--- config.mk ---
export PLATFORM = sky130hd
export DESIGN_NAME = sct_skid
export DESIGN_NICKNAME = d
export VERILOG_FILES = /design/src/hw/rtl/sct_pkg.sv /design/src/hw/rtl/sct_skid.sv
export SDC_FILE = /design/constraint.sdc
export NUM_CORES = 1
export LEC_CHECK = 0
export BUFFER_PORTS_ARGS = -buffer_cell sky130_fd_sc_hd__buf_2
export CORE_UTILIZATION = 25
export DETAILED_ROUTE_END_ITERATION = 10
export GPL_TIMING_DRIVEN = 0
export SKIP_CTS_REPAIR_TIMING = 1
export SYNTH_ARGS = -nofsm -noshare
export SYNTH_HDL_FRONTEND = slang
export SYNTH_SLANG_ARGS = --single-unit
--- constraint.sdc ---
create_clock -name clk -period 4.4 [get_ports clk]
set_clock_uncertainty 0.1 [all_clocks]
set_input_delay 0.88 -clock clk [delete_from_list [all_inputs] [get_ports clk]]
set_output_delay 0.88 -clock clk [all_outputs]
set_load 0.02 [all_outputs]
--- src/hw/rtl/sct_pkg.sv ---
// shared types and constants for the taylor series sine/cosine block
package sct_pkg;

	// field widths of the request and response
	localparam int ANGLE_W = 32;
	localparam int VALUE_W = 32;

	// fraction bits of the fixed-point formats
	localparam int ANGLE_FRAC = 29;
	localparam int VALUE_FRAC = 30;
	localparam int TERM_FRAC  = 40;
	localparam int RATIO_FRAC = 58;

	// internal datapath widths, sized from the largest values that occur
	// (|x| <= 4, so every term stays below 11.7 and the sum below 55)
	localparam int MAG_W   = 32;
	localparam int X2_W    = 63;
	localparam int RECIP_W = 64;
	localparam int RATIO_W = 62;
	localparam int TERM_W  = 45;
	localparam int ACC_W   = 48;

	// shift of the final rounding from term format to value format
	localparam int RND_SHIFT = TERM_FRAC - VALUE_FRAC;

	// mode codes
	localparam logic MODE_SIN = 1'b0;
	localparam logic MODE_COS = 1'b1;

	// first cosine term, exactly 1.0
	localparam logic [TERM_W-1:0] TERM_ONE = TERM_W'(1) << TERM_FRAC;

	// saturation limits of the response value
	localparam logic [VALUE_W-1:0] VALUE_MAX = {1'b0, {(VALUE_W-1){1'b1}}};
	localparam logic [VALUE_W-1:0] VALUE_MIN = {1'b1, {(VALUE_W-1){1'b0}}};

	// request payload
	typedef struct packed {
		logic                      mode;
		logic signed [ANGLE_W-1:0] angle;
	} req_t;

	// response payload
	typedef struct packed {
		logic signed [VALUE_W-1:0] value;
		logic                      saturated;
	} rsp_t;

	// state handed from cell to cell
	typedef struct packed {
		logic                    mode;
		logic [X2_W-1:0]         x2;
		logic [TERM_W-1:0]       term;
		logic                    tneg;
		logic signed [ACC_W-1:0] acc;
	} lane_t;

endpackage

--- src/hw/rtl/sct_skid.sv ---
// output register with one skid entry behind it
module sct_skid import sct_pkg::*; (
	input  logic clk,
	input  logic arst_n,
	input  logic in_valid,
	input  rsp_t in_rsp,
	output logic full,
	output logic out_valid,
	input  logic out_stall,
	output rsp_t out_rsp
);

	logic out_valid_q;
	logic skid_valid_q;
	rsp_t out_rsp_q;
	rsp_t skid_rsp_q;
	logic take;
	logic incoming;

	assign take     = out_valid_q && !out_stall;
	assign incoming = in_valid && !skid_valid_q;

	// occupancy of output and skid entries
	always_ff @(posedge clk or negedge arst_n) begin
		if (!arst_n) begin
			out_valid_q  <= 1'b0;
			skid_valid_q <= 1'b0;
		end else begin
			if (skid_valid_q) begin
				out_valid_q <= 1'b1;
				if (take) begin
					skid_valid_q <= 1'b0;
				end
			end else begin
				out_valid_q <= incoming || (out_valid_q && !take);
				if (incoming && out_valid_q && !take) begin
					skid_valid_q <= 1'b1;
				end
			end
		end
	end

	// payload moves
	always_ff @(posedge clk) begin
		if (skid_valid_q) begin
			if (take) begin
				out_rsp_q <= skid_rsp_q;
			end
		end else if (incoming) begin
			if (!out_valid_q || take) begin
				out_rsp_q <= in_rsp;
			end else begin
				skid_rsp_q <= in_rsp;
			end
		end
	end

	assign full      = skid_valid_q;
	assign out_valid = out_valid_q;
	assign out_rsp   = out_rsp_q;

	// the skid entry is used only behind a waiting response
	a_skid_behind_out: assert property (@(posedge clk) disable iff (!arst_n)
		skid_valid_q |-> out_valid_q)
		else $error("skid entry holds data while output is empty");

endmodule

==> metrics.txt <==
status=complete, no violations; Comb pwr share=0.158; CP required=4.34 ns; Yosys top cell area share=0.755; Max stage delay on crit path=0.45 ns; fraction of layout cells with a size suffix above 1=0.625; net switching power=0.363 mW; clock sink count=68; FP Rows=37; Final Max Tran Viols=0; post-DP HPWL=3.40 mm; Routed WL per cell=13.6 µm; crit path max fanout=12; Avg Inst Size Synth=22.8 µm²; Yosys cell types=13; GP Congestion=0.632; Yosys reg bits=68; Reg power frac=0.522; H-tree Lvls=3; clk slew on worst S/H paths=0.06 ns; detailed-route wire length=4.67 mm; Synth Warn #=0; EDFF count, synth=66; area leader, netlist=edfxtp_1; IO Port Bufs=71; post-DR vias/cell=3.91; CTS tree=built; hold_ws=0.221 ns; commonest cells in the netlist=edfxtp_1, mux2_4, mux2_2, buf_12, nand2_1; Non-Filler Instances=344; Mapped Cells=115; maximum vdd drop=118 µV; crit path cell chain=buf_6 -> buf_12 -> nor3_2 -> buf_6 -> buf_6; crit path kind=reg2reg; Final Cycle Share=0.446; clock power share=0.320; largest cells by area after synthesis=edfxtp_1, mux2_4, mux2_2; core area=10,200 µm²; dpl ws=2.09 ns; Post-DP Area=3230 µm²; endpoints failing setup=0; area grow syn2layout=30.0%; Diodes inserted=0; Starting Density=0.257; post-layout min period=1.96 ns; design internal power=1.15 mW; Slowest-stage cell, CP=nor3_2; Async SR Flop Fraction=0.0294; initial DRC count=24; worst min path class=in2async; Sum Neg Setup Slack=0 ns; Rel. slew slack=0.667; RSZ-0062 raised after global routing=false; cell area after synthesis=2630 µm²; total CTS buffers=9; Power Dens Cells=443 nW/µm²; total die area=10,900 µm²; Max-Cap Viols=0; Routed Antenna Nets=0; CP dominant cell by count=buf_6; placed insts=328; Via Count=1,344; worst-skew pair later-pin latency=0.34 ns; Tot Pwr=1.51 mW; DR pass1 iterations=4; Total GRT Usage=0.0950; io pins=72; switching share of power=0.240; CP Capture Type=flop; Slew @ Worst Pin=0.497 ns; fill cell total of the finished layout=1,014; type of origin of the critical path=flop; Leak=1.35 nW; Root Driver=clkbuf_8; vias in the first global route=1,405; fmax=0.510 GHz; die width=104 µm; Arrival @ worst endpoint=1.91 ns; # nets final=240; initial antenna violation count=0; utilization after layout=0.334; grt total ovfl=0; cell with the most instances after synthesis=edfxtp_1; drt drc=0; sequential fraction of the synthesis area=0.774; Max Buffers Root-to-Sink=2; syn nets=152; pin count of the biggest net entering global routing=13; final setup margin=2.44 ns; prevailing post-synth register cell=edfxtp_1; Die Y=104 µm; global-route wire length before repair=7.59 mm; r2r setup slk=2.44 ns; Final Hold Fails=0; Final Instance Area=3410 µm²
[per-layer routing]
| metal | part of all wire | routed length, µm | vias to the layer above | GRT usage |
|---|---|---|---|---|
| li1 | - | - | 626 | - |
| met1 | 0.43 | 2030 | 660 | 0.108 |
| met2 | 0.49 | 2280 | 50 | 0.149 |
| met3 | 0.060 | 281 | 8 | 0.0363 |
| met4 | 0.017 | 79 | 0 | 0.0612 |
| met5 | 0 | 0 | - | 0 |
[logic make-up after synthesis]
kind of cell | count (synthesis) | share of synthesized area
AO/OA/AOI/OAI | 2 | 0.00381
buffers and inverters | 5 | 0.0286
flip-flops | 68 | 0.774
multiplexers | 33 | 0.180
AND/OR/NAND/NOR | 7 | 0.0138
[worst paths after layout]
check,startpoint,end,cells past startpoint
max,full,skid_rsp_q[12],5
min,arst_n,out_valid,1
max reg2reg,full,skid_rsp_q[12],5
min reg2reg,skid_rsp_q[22],out_rsp[22],1
min in group clk,skid_rsp_q[22],out_rsp[22],1
max in group asynchronous,arst_n,full,1
[layout make-up]
class                      count  area (µm²)  share of cell area
sequential                    68        2030               0.595
multi-input combinational     42         529               0.155
timing repair buffer          77         423               0.124
tap                          136         170              0.0499
clock buffer                  11         131              0.0385
buffer                         4        71.3              0.0209
clock inverter                 5        52.6              0.0154
inverter                       1        3.75             0.00110
[layout by cell type, fill, tap and decap left out]
| master | count |
|---|---|
| buf_2 | 71 |
| edfxtp_1 | 66 |
| mux2_4 | 27 |
| clkbuf_8 | 9 |
| buf_6 | 7 |
| mux2_2 | 6 |
| buf_12 | 3 |
| nand2_1 | 3 |
| a21oi_1 | 2 |
| clkinv_2 | 2 |
| clkbuf_1 | 2 |
| dfrtp_1 | 2 |
| nor2b_1 | 1 |
| nor2_2 | 1 |
| nor3b_2 | 1 |
| inv_1 | 1 |
| nor3_2 | 1 |
| clkinv_4 | 1 |
| bufinv_16 | 1 |
| clkinv_1 | 1 |
[registers in the layout (all words and copies together) (netlist names)]
| register | count |
|---|---|
| out_valid | 1 |
| full | 1 |
| out_rsp | 33 |
| skid_rsp_q | 33 |
[power by group through the flow]
stage                     combinational, mW  clock [mW]  sequential [mW]
after floorplan                       0.110           0            0.853
after global placement                0.228           0            0.808
after detailed placement              0.246           0            0.803
after CTS                             0.246       0.510            0.789
after global routing                  0.257       0.536            0.793
final                                 0.239       0.484            0.789
[worst max-delay path, delay by kind of cell (launching register included)]
family	cells	cell delay, ns
flip-flops	1	0.40
AND/OR/NAND/NOR	1	0.45
buffers and inverters	4	0.72
No activity file was read; power rests on OpenSTA's default activity.
