`src/hw/rtl/sct_pkg.sv`:
```
// shared types and constants for the taylor series sine/cosine block
package sct_pkg;

	// field widths of the request and response
	localparam int ANGLE_W = 32;
	localparam int VALUE_W = 32;

	// fraction bits of the fixed-point formats
	localparam int ANGLE_FRAC = 29;
	localparam int VALUE_FRAC = 30;
	localparam int TERM_FRAC  = 40;
	localparam int RATIO_FRAC = 58;

	// internal datapath widths, sized from the largest values that occur
	// (|x| <= 4, so every term stays below 11.7 and the sum below 55)
	localparam int MAG_W   = 32;
	localparam int X2_W    = 63;
	localparam int RECIP_W = 64;
	localparam int RATIO_W = 62;
	localparam int TERM_W  = 45;
	localparam int ACC_W   = 48;

	// shift of the final rounding from term format to value format
	localparam int RND_SHIFT = TERM_FRAC - VALUE_FRAC;

	// mode codes
	localparam logic MODE_SIN = 1'b0;
	localparam logic MODE_COS = 1'b1;

	// first cosine term, exactly 1.0
	localparam logic [TERM_W-1:0] TERM_ONE = TERM_W'(1) << TERM_FRAC;

	// saturation limits of the response value
	localparam logic [VALUE_W-1:0] VALUE_MAX = {1'b0, {(VALUE_W-1){1'b1}}};
	localparam logic [VALUE_W-1:0] VALUE_MIN = {1'b1, {(VALUE_W-1){1'b0}}};

	// request payload
	typedef struct packed {
		logic                      mode;
		logic signed [ANGLE_W-1:0] angle;
	} req_t;

	// response payload
	typedef struct packed {
		logic signed [VALUE_W-1:0] value;
		logic                      saturated;
	} rsp_t;

	// state handed from cell to cell
	typedef struct packed {
		logic                    mode;
		logic [X2_W-1:0]         x2;
		logic [TERM_W-1:0]       term;
		logic                    tneg;
		logic signed [ACC_W-1:0] acc;
	} lane_t;

endpackage

```
`src/hw/rtl/sct_head.sv`:
```
// front stages: angle magnitude, square and first series term
module sct_head import sct_pkg::*; (
	input  logic  clk,
	input  logic  arst_n,
	input  logic  adv,
	input  logic  in_valid,
	input  req_t  in_req,
	output logic  out_valid,
	output lane_t out_lane
);

	logic             v_s1;
	logic             v_s2;
	logic             mode_s1;
	logic             xneg_s1;
	logic [MAG_W-1:0] mag_s1;
	lane_t            lane_s2;
	logic [MAG_W-1:0] angle_u;
	logic [2*MAG_W-1:0] sq;
	lane_t            lane_d;

	// stage valids
	always_ff @(posedge clk or negedge arst_n) begin
		if (!arst_n) begin
			v_s1 <= 1'b0;
			v_s2 <= 1'b0;
		end else if (adv) begin
			v_s1 <= in_valid;
			v_s2 <= v_s1;
		end
	end

	assign angle_u = MAG_W'($unsigned(in_req.angle));

	// sign and magnitude of the angle
	always_ff @(posedge clk) begin
		if (adv) begin
			mode_s1 <= in_req.mode;
			xneg_s1 <= in_req.angle[ANGLE_W-1];
			mag_s1  <= in_req.angle[ANGLE_W-1] ? (MAG_W'(0) - angle_u) : angle_u;
		end
	end

	// square of the magnitude and first term
	always_comb begin
		sq = (2*MAG_W)'(mag_s1) * (2*MAG_W)'(mag_s1);
		lane_d.mode = mode_s1;
		lane_d.x2   = sq[X2_W-1:0];
		lane_d.acc  = '0;
		if (mode_s1 == MODE_COS) begin
			lane_d.term = TERM_ONE;
			lane_d.tneg = 1'b0;
		end else begin
			lane_d.term = TERM_W'(mag_s1) << (TERM_FRAC - ANGLE_FRAC);
			lane_d.tneg = xneg_s1;
		end
	end

	always_ff @(posedge clk) begin
		if (adv) begin
			lane_s2 <= lane_d;
		end
	end

	assign out_valid = v_s2;
	assign out_lane  = lane_s2;

endmodule

```
`config.mk`:
```
export PLATFORM = sky130hd
export DESIGN_NAME = sct_head
export DESIGN_NICKNAME = d
export VERILOG_FILES = /design/src/hw/rtl/sct_pkg.sv /design/src/hw/rtl/sct_head.sv
export SDC_FILE = /design/constraint.sdc
export NUM_CORES = 2
export LEC_CHECK = 0
export BUFFER_PORTS_ARGS = -buffer_cell sky130_fd_sc_hd__buf_2
export CAP_MARGIN = 20
export CORE_MARGIN = 2
export CORE_UTILIZATION = 50
export DETAILED_ROUTE_END_ITERATION = 10
export PLACE_DENSITY = 0.78
export SLEW_MARGIN = 10
export SYNTH_ARGS = -nofsm -noshare
export SYNTH_HDL_FRONTEND = slang
export SYNTH_SLANG_ARGS = --single-unit
export TNS_END_PERCENT = 1
```
`constraint.sdc`:
```
create_clock -name clk -period 8.4 [get_ports clk]
set_input_delay 0.42 -clock clk [delete_from_list [all_inputs] [get_ports clk]]
set_output_delay 0.42 -clock clk [all_outputs]
set_load 0.1 [all_outputs]
```
==> metrics.cfg <==
[sta]
clock_skew_ns=0.0163
fin_hold_ws_ns=0.0998
worst_pin_slew_ns=1.04
setup_violations=0
maxSlewViolCount=0
fin_crit_sh_pct=98.3
post-route-min-period_ns=8.26
hold_violations=0
setup_tns_ns=0
fmax_mhz=121
relSlewSlack_pct=30.5

[synthesis]
synthAdderAreaFrac_pct=56.0
synth_top_family_by_area=adder cells
synthMuxAreaShare_pct=0.187
syn_avg_cell_area_sq_um=9.84
seq_area_frac_synth_pct=11.3
synth_xor_area_share_pct=3.12
yosysTopAreaCell=fa_1
synth_seq_cells=132
synth-compound-area-share_pct=5.07
yosysWarnings=0
synth_ff_type=edfxtp_1
synth_cell_types=84
synthSimpleGateAreaFrac_pct=10.8
async_flop_share_pct=1.52
synthTopCellsByArea=fa_1 (46%), edfxtp_1 (11%), inv_1 (11%)
synth_top_cell_area_share_pct=45.7
syn_inst=3543
synth_edf_count=130
netlist_area_sq_um=34900

[die]
die_w_um=268
rows=96
start_util_pct=50.7
die_h_um=268
io_pins=196
core_area_sq_um=68800
die_area_sq_um=71900

[grt]
grt_max_degree=72
grt_usage_pct=26.8
grt_pass1_vias=27000
antenna_found_initial=2
grt_pass1_wl_mm=145
grt_remaining_overflow=0

[route]
via_count=24300
drc=0
drtPass1Iterations=5
route.detailed.wl_per_inst_um=19.6
postRouteAntennaNets=0
via_per_inst=5.28
initialDrtViolationCount=1698
drt-total-wl_mm=90.1

[clocking]
cts-root-buf=clkbuf_16
htree_levels=4
clock_path_buffers=2
clk_pin_slew_ns=0.07
clkLatencyLatePin_ns=0.50
cts_tree=yes
numCtsBuffers=17
cts_sinks=132

[worst_setup_path]
crit_required_ns=8.65
crit_path_end_kind=register
reg2reg_from=mag_s1[12]$_DFFE_PP_
cp_data_arrival_time_ns=8.51
cp_max_fo=21
cp-start-kind=register
critPathKind=reg2reg
startpoint=mag_s1[12]$_DFFE_PP_

[job]
drv_cap=0

[finish]
fill_cells=5946
nNetsFinal=4781
area_delta_synth_final_pct=6.95
drive_gt1_share_pct=8.14

[worst_hold_path]
min_from=in_req[32]
hold_path.class=in2reg

[placed_design]
port_buffers=133
dp_hpwl_mm=75.3
routabilityCongestion=0.978

[status]
status=completed

path summary, 6_finish.rpt:
kind	endpoint	slack (ns)	depth (start not counted)
setup / recovery	out_lane[141]$_DFFE_PP_	0.14	24
hold / removal	mode_s1$_DFFE_PP_	0.1	1
setup reg to reg	out_lane[141]$_DFFE_PP_	0.14	24
hold reg to reg	out_valid$_DFFE_PN0P_	0.51	1
max in group asynchronous	v_s1$_DFFE_PN0P_	8.06	2
min in group asynchronous	out_valid$_DFFE_PN0P_	0.24	2
metal layers:
layer  GRT usage, %  up-vias  part of all wire [%]
li1               -    10600                     -
met1           30.2    12300                    34
met2           46.5     1079                    51
met3           6.21      299                   8.3
met4           15.9        2                   6.6
met5              0        -                 0.019
flip-flops by register name, indices dropped and copies added, names as in the netlist:
signal and count:
mag_s1 32, mode_s1 1, xneg_s1 1, out_lane 96
out_valid 1, v_s1 1
placed cells by master (no fill, tap or decap), types with 62 or more instances in the layout:
cell type  Yosys  final
fa_1         795    795
a21oi_1       82     82
nand2_1      310    310
and2_1       242    242
conb_1         1     62
ha_1         289    289
xnor2_1       79     79
nor2_1        71     71
inv_1        988    988
edfxtp_1     130    130
buf_2          1    132
buf_4         62     88
worst max-delay path: stages, from the launching register on:
cell      delay, ns
edfxtp_1       0.78
and2_1         0.35
fa_1           0.60
inv_1          0.08
fa_1           0.47
inv_1          0.05
fa_1           0.55
inv_1          0.06
fa_1           0.51
inv_1          0.06
fa_1           0.58
fa_1           0.43
fa_1           0.49
inv_1          0.05
fa_1           0.48
inv_1          0.04
ha_1           0.40
a21oi_1        0.33
o21ai_0        0.36
nor2b_1        0.25
a211oi_1       0.30
buf_4          0.24
nand2_1        0.14
nor4_1         0.30
nor3_1         0.08
final cells by class:
cell class                      instances  area (sq um)  area share [%]
Antenna cell                            2          5.00          0.0134
Clock buffer                           17           425            1.14
Clock inverter                         15           161           0.433
Inverter                              990          3720            9.97
Multi-Input combinational cell       2294         26500            71.0
Sequential cell                       132          3950            10.6
Tap cell                              931          1160            3.12
Timing Repair Buffer                  225          1400            3.76
Yosys cell counts (all sizes together), types with 3 or more instances:
cell	count
a211oi	9
a21boi	5
a21o	20
a21oi	85
a31o	11
a31oi	9
a41oi	3
and2	244
and3	10
buf	70
clkbuf	118
edfxtp	130
fa	795
ha	289
inv	988
mux2	4
nand2	310
nand2b	4
nand3	22
nand4	15
nor2	72
nor2b	30
nor3	11
nor4	6
o211ai	8
o21a	7
o21ai	56
o21bai	17
o31ai	14
o41ai	3
or2	8
or3	9
xnor2	79
xor2	45
through the flow:
stage	instances	instance area, sq um	utilization, %	setup WS (ns)
after floorplan	3604	35100	-	1.07
after global placement	4565	36600	53.2	-0.418
after detailed placement	4566	36600	53.2	0.275
after CTS	4599	37200	54.1	0.246
after global routing	4605	37300	54.2	-0.0102
final	4606	37300	54.2	0.142
logic make-up (layout without fill, tap and decap cells):
logic type      count (synthesis)  in the layout
compound gates                265            265
simple gates                  753            753
mux                             6              6
buf+inv                      1178           1247
flops                         132            132
xor+xnor                      124            124
other cells                     1             64
fa+ha+maj                    1084           1084
repair_timing:
item / in CTS / in global routing
hold buffers: 1 / 0
setup buffers: 0 / 5
gates resized for setup: 0 / 1
hold endpoints to repair: 2 / 0
endpoints found under the setup margin: 0 / 10
Power is left out: the tool's default activity adds up to more than one toggle a clock period on the data nets, which glitch-free logic cannot reach.
