### config.mk
export PLATFORM = sky130hd
export DESIGN_NAME = sct_tail
export DESIGN_NICKNAME = d
export VERILOG_FILES = /design/src/hw/rtl/sct_pkg.sv /design/src/hw/rtl/sct_tail.sv
export SDC_FILE = /design/constraint.sdc
export NUM_CORES = 1
export LEC_CHECK = 0
export ABC_CLOCK_PERIOD_IN_PS = 3400
export BUFFER_PORTS_ARGS = -buffer_cell sky130_fd_sc_hd__buf_2
export CAP_MARGIN = 25
export CORE_MARGIN = 3
export CORE_UTILIZATION = 53
export CTS_CLUSTER_SIZE = 25
export DETAILED_ROUTE_END_ITERATION = 10
export GPL_TIMING_DRIVEN = 0
export PLACE_DENSITY = 0.82
export SLEW_MARGIN = 0
export SYNTH_ARGS = -nofsm -noshare
export SYNTH_HDL_FRONTEND = slang
export SYNTH_SLANG_ARGS = --single-unit
### constraint.sdc
create_clock -name clk -period 3.4 [get_ports clk]
set_input_delay 0.17 -clock clk [delete_from_list [all_inputs] [get_ports clk]]
set_output_delay 0.17 -clock clk [all_outputs]
set_load 0.01 [all_outputs]
### src/hw/rtl/sct_pkg.sv
// shared types and constants for the taylor series sine/cosine block
package sct_pkg;

	// field widths of the request and response
	localparam int ANGLE_W = 32;
	localparam int VALUE_W = 32;

	// fraction bits of the fixed-point formats
	localparam int ANGLE_FRAC = 29;
	localparam int VALUE_FRAC = 30;
	localparam int TERM_FRAC  = 40;
	localparam int RATIO_FRAC = 58;

	// internal datapath widths, sized from the largest values that occur
	// (|x| <= 4, so every term stays below 11.7 and the sum below 55)
	localparam int MAG_W   = 32;
	localparam int X2_W    = 63;
	localparam int RECIP_W = 64;
	localparam int RATIO_W = 62;
	localparam int TERM_W  = 45;
	localparam int ACC_W   = 48;

	// shift of the final rounding from term format to value format
	localparam int RND_SHIFT = TERM_FRAC - VALUE_FRAC;

	// mode codes
	localparam logic MODE_SIN = 1'b0;
	localparam logic MODE_COS = 1'b1;

	// first cosine term, exactly 1.0
	localparam logic [TERM_W-1:0] TERM_ONE = TERM_W'(1) << TERM_FRAC;

	// saturation limits of the response value
	localparam logic [VALUE_W-1:0] VALUE_MAX = {1'b0, {(VALUE_W-1){1'b1}}};
	localparam logic [VALUE_W-1:0] VALUE_MIN = {1'b1, {(VALUE_W-1){1'b0}}};

	// request payload
	typedef struct packed {
		logic                      mode;
		logic signed [ANGLE_W-1:0] angle;
	} req_t;

	// response payload
	typedef struct packed {
		logic signed [VALUE_W-1:0] value;
		logic                      saturated;
	} rsp_t;

	// state handed from cell to cell
	typedef struct packed {
		logic                    mode;
		logic [X2_W-1:0]         x2;
		logic [TERM_W-1:0]       term;
		logic                    tneg;
		logic signed [ACC_W-1:0] acc;
	} lane_t;

endpackage

### src/hw/rtl/sct_tail.sv
// last term, rounding to Q2.30 and saturation
module sct_tail import sct_pkg::*; (
	input  logic  clk,
	input  logic  arst_n,
	input  logic  adv,
	input  logic  in_valid,
	input  lane_t in_lane,
	output logic  out_valid,
	output rsp_t  out_rsp
);

	localparam int SH_W = ACC_W - RND_SHIFT;

	logic                    v_s1;
	logic                    v_s2;
	logic signed [ACC_W-1:0] acc_f;
	logic signed [ACC_W-1:0] acc_s1;
	logic [ACC_W-1:0]        rnd;
	logic [SH_W-1:0]         sh;
	logic                    sat;
	rsp_t                    rsp_d;
	rsp_t                    rsp_s2;

	// stage valids
	always_ff @(posedge clk or negedge arst_n) begin
		if (!arst_n) begin
			v_s1 <= 1'b0;
			v_s2 <= 1'b0;
		end else if (adv) begin
			v_s1 <= in_valid;
			v_s2 <= v_s1;
		end
	end

	// final term into the sum
	always_comb begin
		if (in_lane.tneg) begin
			acc_f = in_lane.acc - $signed(ACC_W'(in_lane.term));
		end else begin
			acc_f = in_lane.acc + $signed(ACC_W'(in_lane.term));
		end
	end

	always_ff @(posedge clk) begin
		if (adv) begin
			acc_s1 <= acc_f;
		end
	end

	// round half up, shift down, clamp to 32 bits
	always_comb begin
		rnd = $unsigned(acc_s1) + (ACC_W'(1) << (RND_SHIFT - 1));
		sh  = rnd[ACC_W-1:RND_SHIFT];
		sat = !((&sh[SH_W-1:VALUE_W-1]) || (~|sh[SH_W-1:VALUE_W-1]));
		rsp_d.saturated = sat;
		if (!sat) begin
			rsp_d.value = $signed(sh[VALUE_W-1:0]);
		end else if (sh[SH_W-1]) begin
			rsp_d.value = $signed(VALUE_MIN);
		end else begin
			rsp_d.value = $signed(VALUE_MAX);
		end
	end

	always_ff @(posedge clk) begin
		if (adv) begin
			rsp_s2 <= rsp_d;
		end
	end

	assign out_valid = v_s2;
	assign out_rsp   = rsp_s2;

endmodule

==> summary.md, run 1 <==
| Metric | Value |
|---|---|
| Fin cells | `between 1,000 and 1,500` |
| Sequential area share after synthesis | `0.333` |
| Setup TNS | `-2110 ps` |
| CP Class | `in2reg` |
| Critical path arrival | `around 3800 ps` |
| Crit-path max FO | `4` |
| Outcome | `finished with violations` |
| Final instance area | `about 9000 um^2` |
| Hold WS | `between 80 and 90 ps` |
| Starting Density | `0.548` |
| Number of synthesized register bits | `74` |
| Die H | `approximately 120 um` |
| Slew HR | `0.311` |
| WP buf/inv | `3` |
| Clock buffer count from CTS | `9` |
| I/O pin total | `~200` |
| Total grt overflow | `0` |
| Aggregate global-route resource usage | `0.233` |
| Synth top area share | `0.326` |
| Max Clock Skew | `~6.5 ps` |
| Post-Place Cell Area | `around 7700 um^2` |
| Via count | `between 6,000 and 7,000` |
| Worst path cell trace | `buf_8, nor3_4, nor3b_4, nand2_2, nor4_4, buf_4, a21oi_4, xnor2_4, ha_4, nand4_1, nor3_2, nand3_2, a211oi_4, nor3_4, o31ai_4, a21oi_2, buf_4, xnor2_2` |
| Synth area leaders | `edfxtp_1 33%, xnor2_1 10%, ha_1 9.2%` |
| Warnings from Yosys | `0` |
| GPL Wtd Cong | `~0.94` |
| TritonCTS clock tree | `done` |
| Placed cell count | `~1,000` |
| Least-Margin Pin Slew | `~1000 ps` |
| Initial antenna violation count | `0` |
| Max IR drop VDD | `around 0.30 mV` |
| CP delay by family, top | `simple AND/OR/NAND/NOR gates` |
| Total power draw | `3.98 mW` |
| Maxcap violations | `0` |
| Post-Syn Nets | `roughly 940` |
| CP endpoint | `acc_s1[37]` |
| Worst setup SP type | `primary input` |
| Post-DP HPWL | `approximately 13,000 um` |
| Largest net degree at the start of global routing | `between 70 and 80` |
| Die Area | `approximately 14,000 um^2` |
| PortBufs | `between 100 and 150` |
| Synthesized area | `between 6000 and 7000 um^2` |
| CP max-delay cell | `nor4_4` |
| CTS H-Tree Depth | `3` |
| Number of global-route vias before repair | `5,805` |
| Fmax | `roughly 270 MHz` |
| Row count | `40` |
| Routed WL | `around 18,000 um` |
| Fillers | `875` |
| Reg2reg setup slack | `around 160 ps` |
| Area grow syn2layout | `34.4%` |
| Yosys top cell by area | `edfxtp_1` |
| Fin crit period | `between 3000 and 4000 ps` |
| Post-DRT Antenna Nets | `0` |
| Max stage delay on crit path | `410 ps` |
| Leak Pwr | `~3.6 nW` |
| Fin. Hold Viols | `0` |
| Slew Limit Fails | `0` |
| Wire length per cell | `16.1 um` |
| Worst EP required | `around 3500 ps` |
| Final worst slack | `-285 ps` |
| Clock sink count | `74` |
| RSZ-0062 raised after global routing | `yes` |
| Clock Latency Late Sink | `approximately 330 ps` |
| Reg2reg end | `out_rsp[0]` |
| Critical path depth in cells | `18` |
| Core Area | `between 10,000 and 15,000 um^2` |
| Reg clk slew, reported paths | `approximately 50 ps` |
| Final nets | `around 1,100` |
| Ant diodes | `0` |
| Final core utilization | `0.736` |
| Final setup violation count | `15` |
| Deepest clock path buffer count | `2` |
| PwrDens | `roughly 450 nW/um^2` |
| Pre-CTS setup slack | `-917 ps` |
| Number of flops mapped to enable cells by yosys | `72` |
| Crit. End Element | `flip-flop` |
| Reg2reg start | `acc_s1[9]` |
| Final period util | `1.08` |
| Fraction of registers with async set/reset | `0.0270` |
| Number of library cell types mapped by synthesis | `63` |
| Avg Cell Area, Syn | `9.12 um^2` |
| Hold Path Class | `in2reg` |
| Worst R2R Path Depth | `13` |
| Cell count after synthesis | `between 700 and 800` |
| Setup crit start | `in_lane[62]` |
| First-pass GRT wire length | `26,900 um` |
| Failing checks | `setup timing` |
| Post-DR vias/cell | `about 5.8` |
| Die width | `around 120 um` |
| Main synth FF type | `edfxtp_1` |
| TritonRoute pass-1 iters | `5` |
| DRC Markers | `0` |
| Initial drt markers | `530` |
| Clock Tree Root | `clkbuf_16` |
| Layout cell share with drive strength beyond 1 | `0.365` |
## placed cells by master, fill, tap and decap left out, types with 11 or more instances in the layout
cell	netlist	final
xor2_1	32	32
nand4_1	16	16
edfxtp_1	72	72
o21ai_0	27	17
xnor2_1	77	73
inv_1	28	28
nor2_1	70	64
nand2_1	39	32
buf_2	1	123
a21o_1	22	22
o21ai_2	30	33
nor3_1	31	19
a21oi_1	70	58
buf_6	6	11
a21oi_2	1	11
nand3_1	26	22
ha_1	49	46
buf_4	0	60
## layout make-up
| cell class | instances | area [um^2] | share of cell area |
|---|---|---|---|
| inverter | 28 | 105 | 0.0118 |
| buffer | 16 | 125 | 0.0140 |
| clock inverter | 7 | 108 | 0.0121 |
| clock buffer | 9 | 225 | 0.0252 |
| multi-input combinational | 608 | 4770 | 0.534 |
| sequential | 74 | 2210 | 0.248 |
| timing repair buffer | 191 | 1170 | 0.131 |
| tap | 168 | 210 | 0.0236 |
## worst min-delay path by stage
| stage | start | to | depth (start not counted) |
|---|---|---|---|
| global placement | arst_n | v_s1 | 1 |
| CTS | in_valid | v_s1 | 2 |
| floorplan | arst_n | out_valid | 0 |
| finish | in_valid | v_s1 | 2 |
| detailed placement | arst_n | out_valid | 1 |
| global route | in_valid | v_s1 | 2 |
## timing repair
item / CTS / global route
endpoints found under the setup margin: 19 / 51
endpoints found under the hold margin: 2 / 0
hold buffers: 1 / 0
buffers inserted: 34 / 26
pin swaps: 34 / 39
resized for setup: 57 / 49
## worst reg2reg max path, cell delays in order, from the launching register on
cell and delay [ps]:
edfxtp_1 370, ha_1 190, and3_4 230, nand4_4 150
or2_0 260, or4_1 520, buf_2 190, o31ai_2 250
o31ai_1 110, nor3_1 140, o21ai_1 100, nand2_2 180
buf_8 170, o21ai_0 100
## synthesized netlist by cell type (3+ instances only)
master,instances
a211oi_1,4
a21o_1,22
a21oi_1,70
a221oi_1,3
a31oi_1,6
and2_1,4
and3_1,6
and4_1,5
buf_1,3
buf_6,6
clkbuf_1,8
edfxtp_1,72
ha_1,49
inv_1,28
mux2_2,3
nand2_1,39
nand2b_1,6
nand3_1,26
nand4_1,16
nor2_1,70
nor2b_1,6
nor3_1,31
nor3b_1,3
nor4_1,10
nor4b_1,3
o21a_1,5
o21ai_0,27
o21ai_2,30
o21bai_1,8
o31ai_1,5
or3_1,4
or4_1,3
xnor2_1,77
xor2_1,32
## flip-flops by register name, indices dropped and copies added (netlist names)
| name | cells |
|---|---|
| out_valid | 1 |
| v_s1 | 1 |
| out_rsp | 33 |
| acc_s1 | 39 |
## power by group
part | switching, mW | total (mW) | internal [mW]
logic | 0.866 | 1.58 | 0.714
registers | 0.117 | 1.37 | 1.26
clock network | 0.320 | 1.03 | 0.707
total | 1.30 | 3.98 | 2.68
## logic make-up (layout without fill, tap and decap cells)
| kind of cell | Yosys count | after routing | share of synthesized area |
|---|---|---|---|
| xor gates and xnor gates | 109 | 109 | 0.144 |
| muxes | 4 | 4 | 0.00660 |
| buffers and inverters | 46 | 251 | 0.0330 |
| DFF | 74 | 74 | 0.333 |
| and+or+nand+nor | 246 | 246 | 0.193 |
| AOI/OAI and AO/OA | 200 | 200 | 0.198 |
| adders and majority gates | 49 | 49 | 0.0924 |
## metal layers
metal  GRT usage  wire length [um]
met1       0.309              7360
met2       0.389              8640
met3      0.0346              1210
met4      0.0813               495
met5           0                 0
Note: power is estimated with default switching activity, not from simulation.
==> run 2: changes to the inputs <==
- HOLD_SLACK_MARGIN: unset -> 0.03
- REMOVE_ABC_BUFFERS: unset -> 1
- TNS_END_PERCENT: unset -> 100
==> summary.md, run 2 (same netlist as run 1, synthesis figures left out) <==
| Metric | Value |
|---|---|
| Die H | `118 um (unchanged)` |
| Deepest clock path buffer count | `2 (unchanged)` |
| Worst setup SP type | `primary input` |
| Ant diodes | `0 (unchanged)` |
| Setup TNS | `-3070 ps (-957 ps)` |
| Max IR drop VDD | `0.234 mV (-22%)` |
| Core Area | `12,100 um^2 (unchanged)` |
| Fin crit period | `3760 ps (+72.3 ps)` |
| Fin cells | `1,104 (+0.27%)` |
| Leak Pwr | `3.67 nW (+0.96%)` |
| WP buf/inv | `3 (unchanged)` |
| Slew Limit Fails | `0 (unchanged)` |
| Initial antenna violation count | `0 (unchanged)` |
| Reg2reg setup slack | `130 ps (-30 ps)` |
| CP max-delay cell | `a2111oi_4` |
| Reg2reg start | `acc_s1[9]` |
| Hold wc startpoint | `in_valid` |
| Hold Path Cell Cnt | `2 (unchanged)` |
| Max stage delay on crit path | `380 ps (-30 ps)` |
| Sequential power share | `0.348 (+0.003)` |
| Crit. End Element | `flip-flop` |
| Critical path arrival | `3820 ps (+70 ps)` |
| Number of global-route vias before repair | `5,788 (-0.29%)` |
| TritonCTS clock tree | `done` |
| Final worst slack | `-357 ps (-72.3 ps)` |
| Final setup violation count | `18 (+3)` |
| I/O pin total | `196 (unchanged)` |
| RSZ-0062 raised after global routing | `yes` |
| Die width | `118 um (unchanged)` |
| Hold Path Class | `in2reg` |
| Layout cell share with drive strength beyond 1 | `0.419 (+0.0533)` |
| Slew HR | `0.417 (+0.106)` |
| Worst EP required | `3470 ps (about the same)` |
| Die Area | `13,900 um^2 (unchanged)` |
| Wire length per cell | `19.2 um (+19%)` |
| Failing checks | `setup timing` |
| Combinational power share | `0.434 (+0.037)` |
| PwrDens | `431 nW/um^2 (-3.5%)` |
| Initial drt markers | `764 (+44%)` |
| Final period util | `1.10 (+0.0213)` |
| Row count | `40 (unchanged)` |
| Post-DP HPWL | `11,600 um (-7.8%)` |
| Placed cell count | `1,011 (-1.5%)` |
| Sw Ratio | `0.352 (+0.0245)` |
| Aggregate global-route resource usage | `0.229 (-0.00372)` |
| Fmax | `266 MHz (-1.9%)` |
| Clock sink count | `74 (unchanged)` |
| Area grow syn2layout | `38.2%` |
| Hold EP | `v_s1` |
| Commonest non-fill, non-tap cell in the layout | `buf_2` |
| TritonRoute pass-1 iters | `5 (unchanged)` |
| Clock Tree Root | `clkbuf_16` |
| Routed WL | `21,200 um (+20%)` |
| First-pass GRT wire length | `26,700 um (-0.80%)` |
| Pre-CTS setup slack | `-1550 ps (-637 ps)` |
| Total grt overflow | `0 (unchanged)` |
| Starting Density | `0.548 (unchanged)` |
| CP Class | `in2reg` |
| Worst path cell trace | `buf_6, nor3_4, nor3b_4, buf_4, buf_4, and3_4, nand2_4, nor2_2, nor2_1, xnor2_1, ha_1, a2111oi_4, o21a_1, a21oi_2, or3_4, nor3_4, o31ai_4, a21oi_2, o21ai_2, xor2_1` |
| Commonest cells after routing, fill and taps aside | `120 x buf_2, 73 x xnor2_1, 72 x edfxtp_1, 72 x buf_4, 54 x nor2_1` |
| Worst R2R Path Depth | `12 (-1)` |
| Clock Latency Late Sink | `330 ps (about the same)` |
| P_sw | `1.39 mW (+6.7%)` |
| Clock buffer count from CTS | `9 (unchanged)` |
| Fin. Hold Viols | `0 (unchanged)` |
| DRC Markers | `0 (unchanged)` |
| Max FFs per register | `39 (unchanged)` |
| Register name with the most flops | `acc_s1` |
| CP delay by family, top | `simple AND/OR/NAND/NOR gates` |
| Maxcap violations | `0 (unchanged)` |
| Largest net degree at the start of global routing | `75 (unchanged)` |
| Least-Margin Pin Slew | `875 ps (-149 ps)` |
| Reg clk slew, reported paths | `50 ps (about the same)` |
| PortBufs | `131 (+0.77%)` |
| Post-DR vias/cell | `6.15 (+6.0%)` |
| Final nets | `1,143 (+0.35%)` |
| Int Pwr | `2.56 mW (-4.3%)` |
| CTS H-Tree Depth | `3 (unchanged)` |
| GPL Wtd Cong | `0.908 (-3.8%)` |
| Power share of the clock group | `0.219 (-0.039)` |
| Outcome | `finished with violations` |
| Reg2reg end | `out_rsp[1]` |
| Final instance area | `9170 um^2 (+2.8%)` |
| Crit-path max FO | `4 (unchanged)` |
| Post-DRT Antenna Nets | `0 (unchanged)` |
| Post-Place Cell Area | `7420 um^2 (-3.3%)` |
| Max Clock Skew | `2.65 ps (-3.84 ps)` |
| Via count | `6,794 (+6.3%)` |
[run 2: power by group through the flow]
| stage | clock network (mW) | logic [mW] | registers (mW) |
|---|---|---|---|
| 2_1_floorplan | 0 | 0.875 | 1.40 |
| 3_3_place_gp | 0 | 1.23 | 1.38 |
| 3_5_place_dp | 0 | 1.26 | 1.39 |
| 4_1_cts | 0.885 | 1.39 | 1.37 |
| 5_1_grt | 0.916 | 1.84 | 1.40 |
| 6_report | 0.864 | 1.71 | 1.37 |
[run 2: metal layers]
metal,vias to the layer above,GRT usage,share of wire
met1,3065,0.299,0.39
met4,0,0.0842,0.057
met2,474,0.387,0.47
met5,-,0,0
met3,133,0.0332,0.081
li1,3122,-,-
[run 2: final cells by class]
cell class                      instances  area (um^2)
Clock buffer                           10          229
Inverter                               28          105
Fill cell                             758         2940
Sequential cell                        74         2210
Clock inverter                          5         46.3
Multi-Input combinational cell        610         5030
Timing Repair Buffer                  209         1340
Tap cell                              168          210
[run 2: worst max-delay path by stage]
| stage | startpoint | endpoint | slack (ps) | cells past startpoint |
|---|---|---|---|---|
| 2_1_floorplan | in_lane[64] | acc_s1[41] | -620 | 16 |
| 3_3_place_gp | in_lane[62] | acc_s1[41] | -1970 | 17 |
| 3_5_place_dp | in_lane[52] | acc_s1[41] | -1550 | 19 |
| 4_1_cts | in_lane[54] | acc_s1[41] | -50 | 20 |
| 5_1_grt | in_lane[64] | acc_s1[46] | -510 | 21 |
| 6_report | in_lane[64] | acc_s1[41] | -360 | 20 |
[run 2: what timing repair did]
action / 4_1_cts / 5_1_grt
endpoints found under the hold margin: 2 / 0
cloned: 1 / 1
setup buffers: 38 / 41
hold buffers: 1 / 0
pin swaps: 39 / 91
gates resized for setup: 92 / 120
endpoints found under the setup margin: 59 / 55
[run 2: worst register-to-register path, cell delays in order, from the launching register on]
cell and delay (ps):
edfxtp_1 370, ha_1 190, and3_1 290, nand4_4 160
or2_0 270, or4_4 590, o31ai_1 250, o31ai_1 110
nor3_1 190, o21ai_2 90, buf_4 190, nand2_2 230
o21ai_2 90
[run 2: stage by stage]
step | util | hold WS [ps] | power (mW)
after floorplan | - | -126 | 2.28
after global placement | 0.610 | -44.4 | 2.61
after detailed placement | 0.613 | -44.3 | 2.65
after CTS | 0.692 | 66.2 | 3.64
after global routing | 0.757 | 92.9 | 4.15
final | 0.757 | 78.4 | 3.95
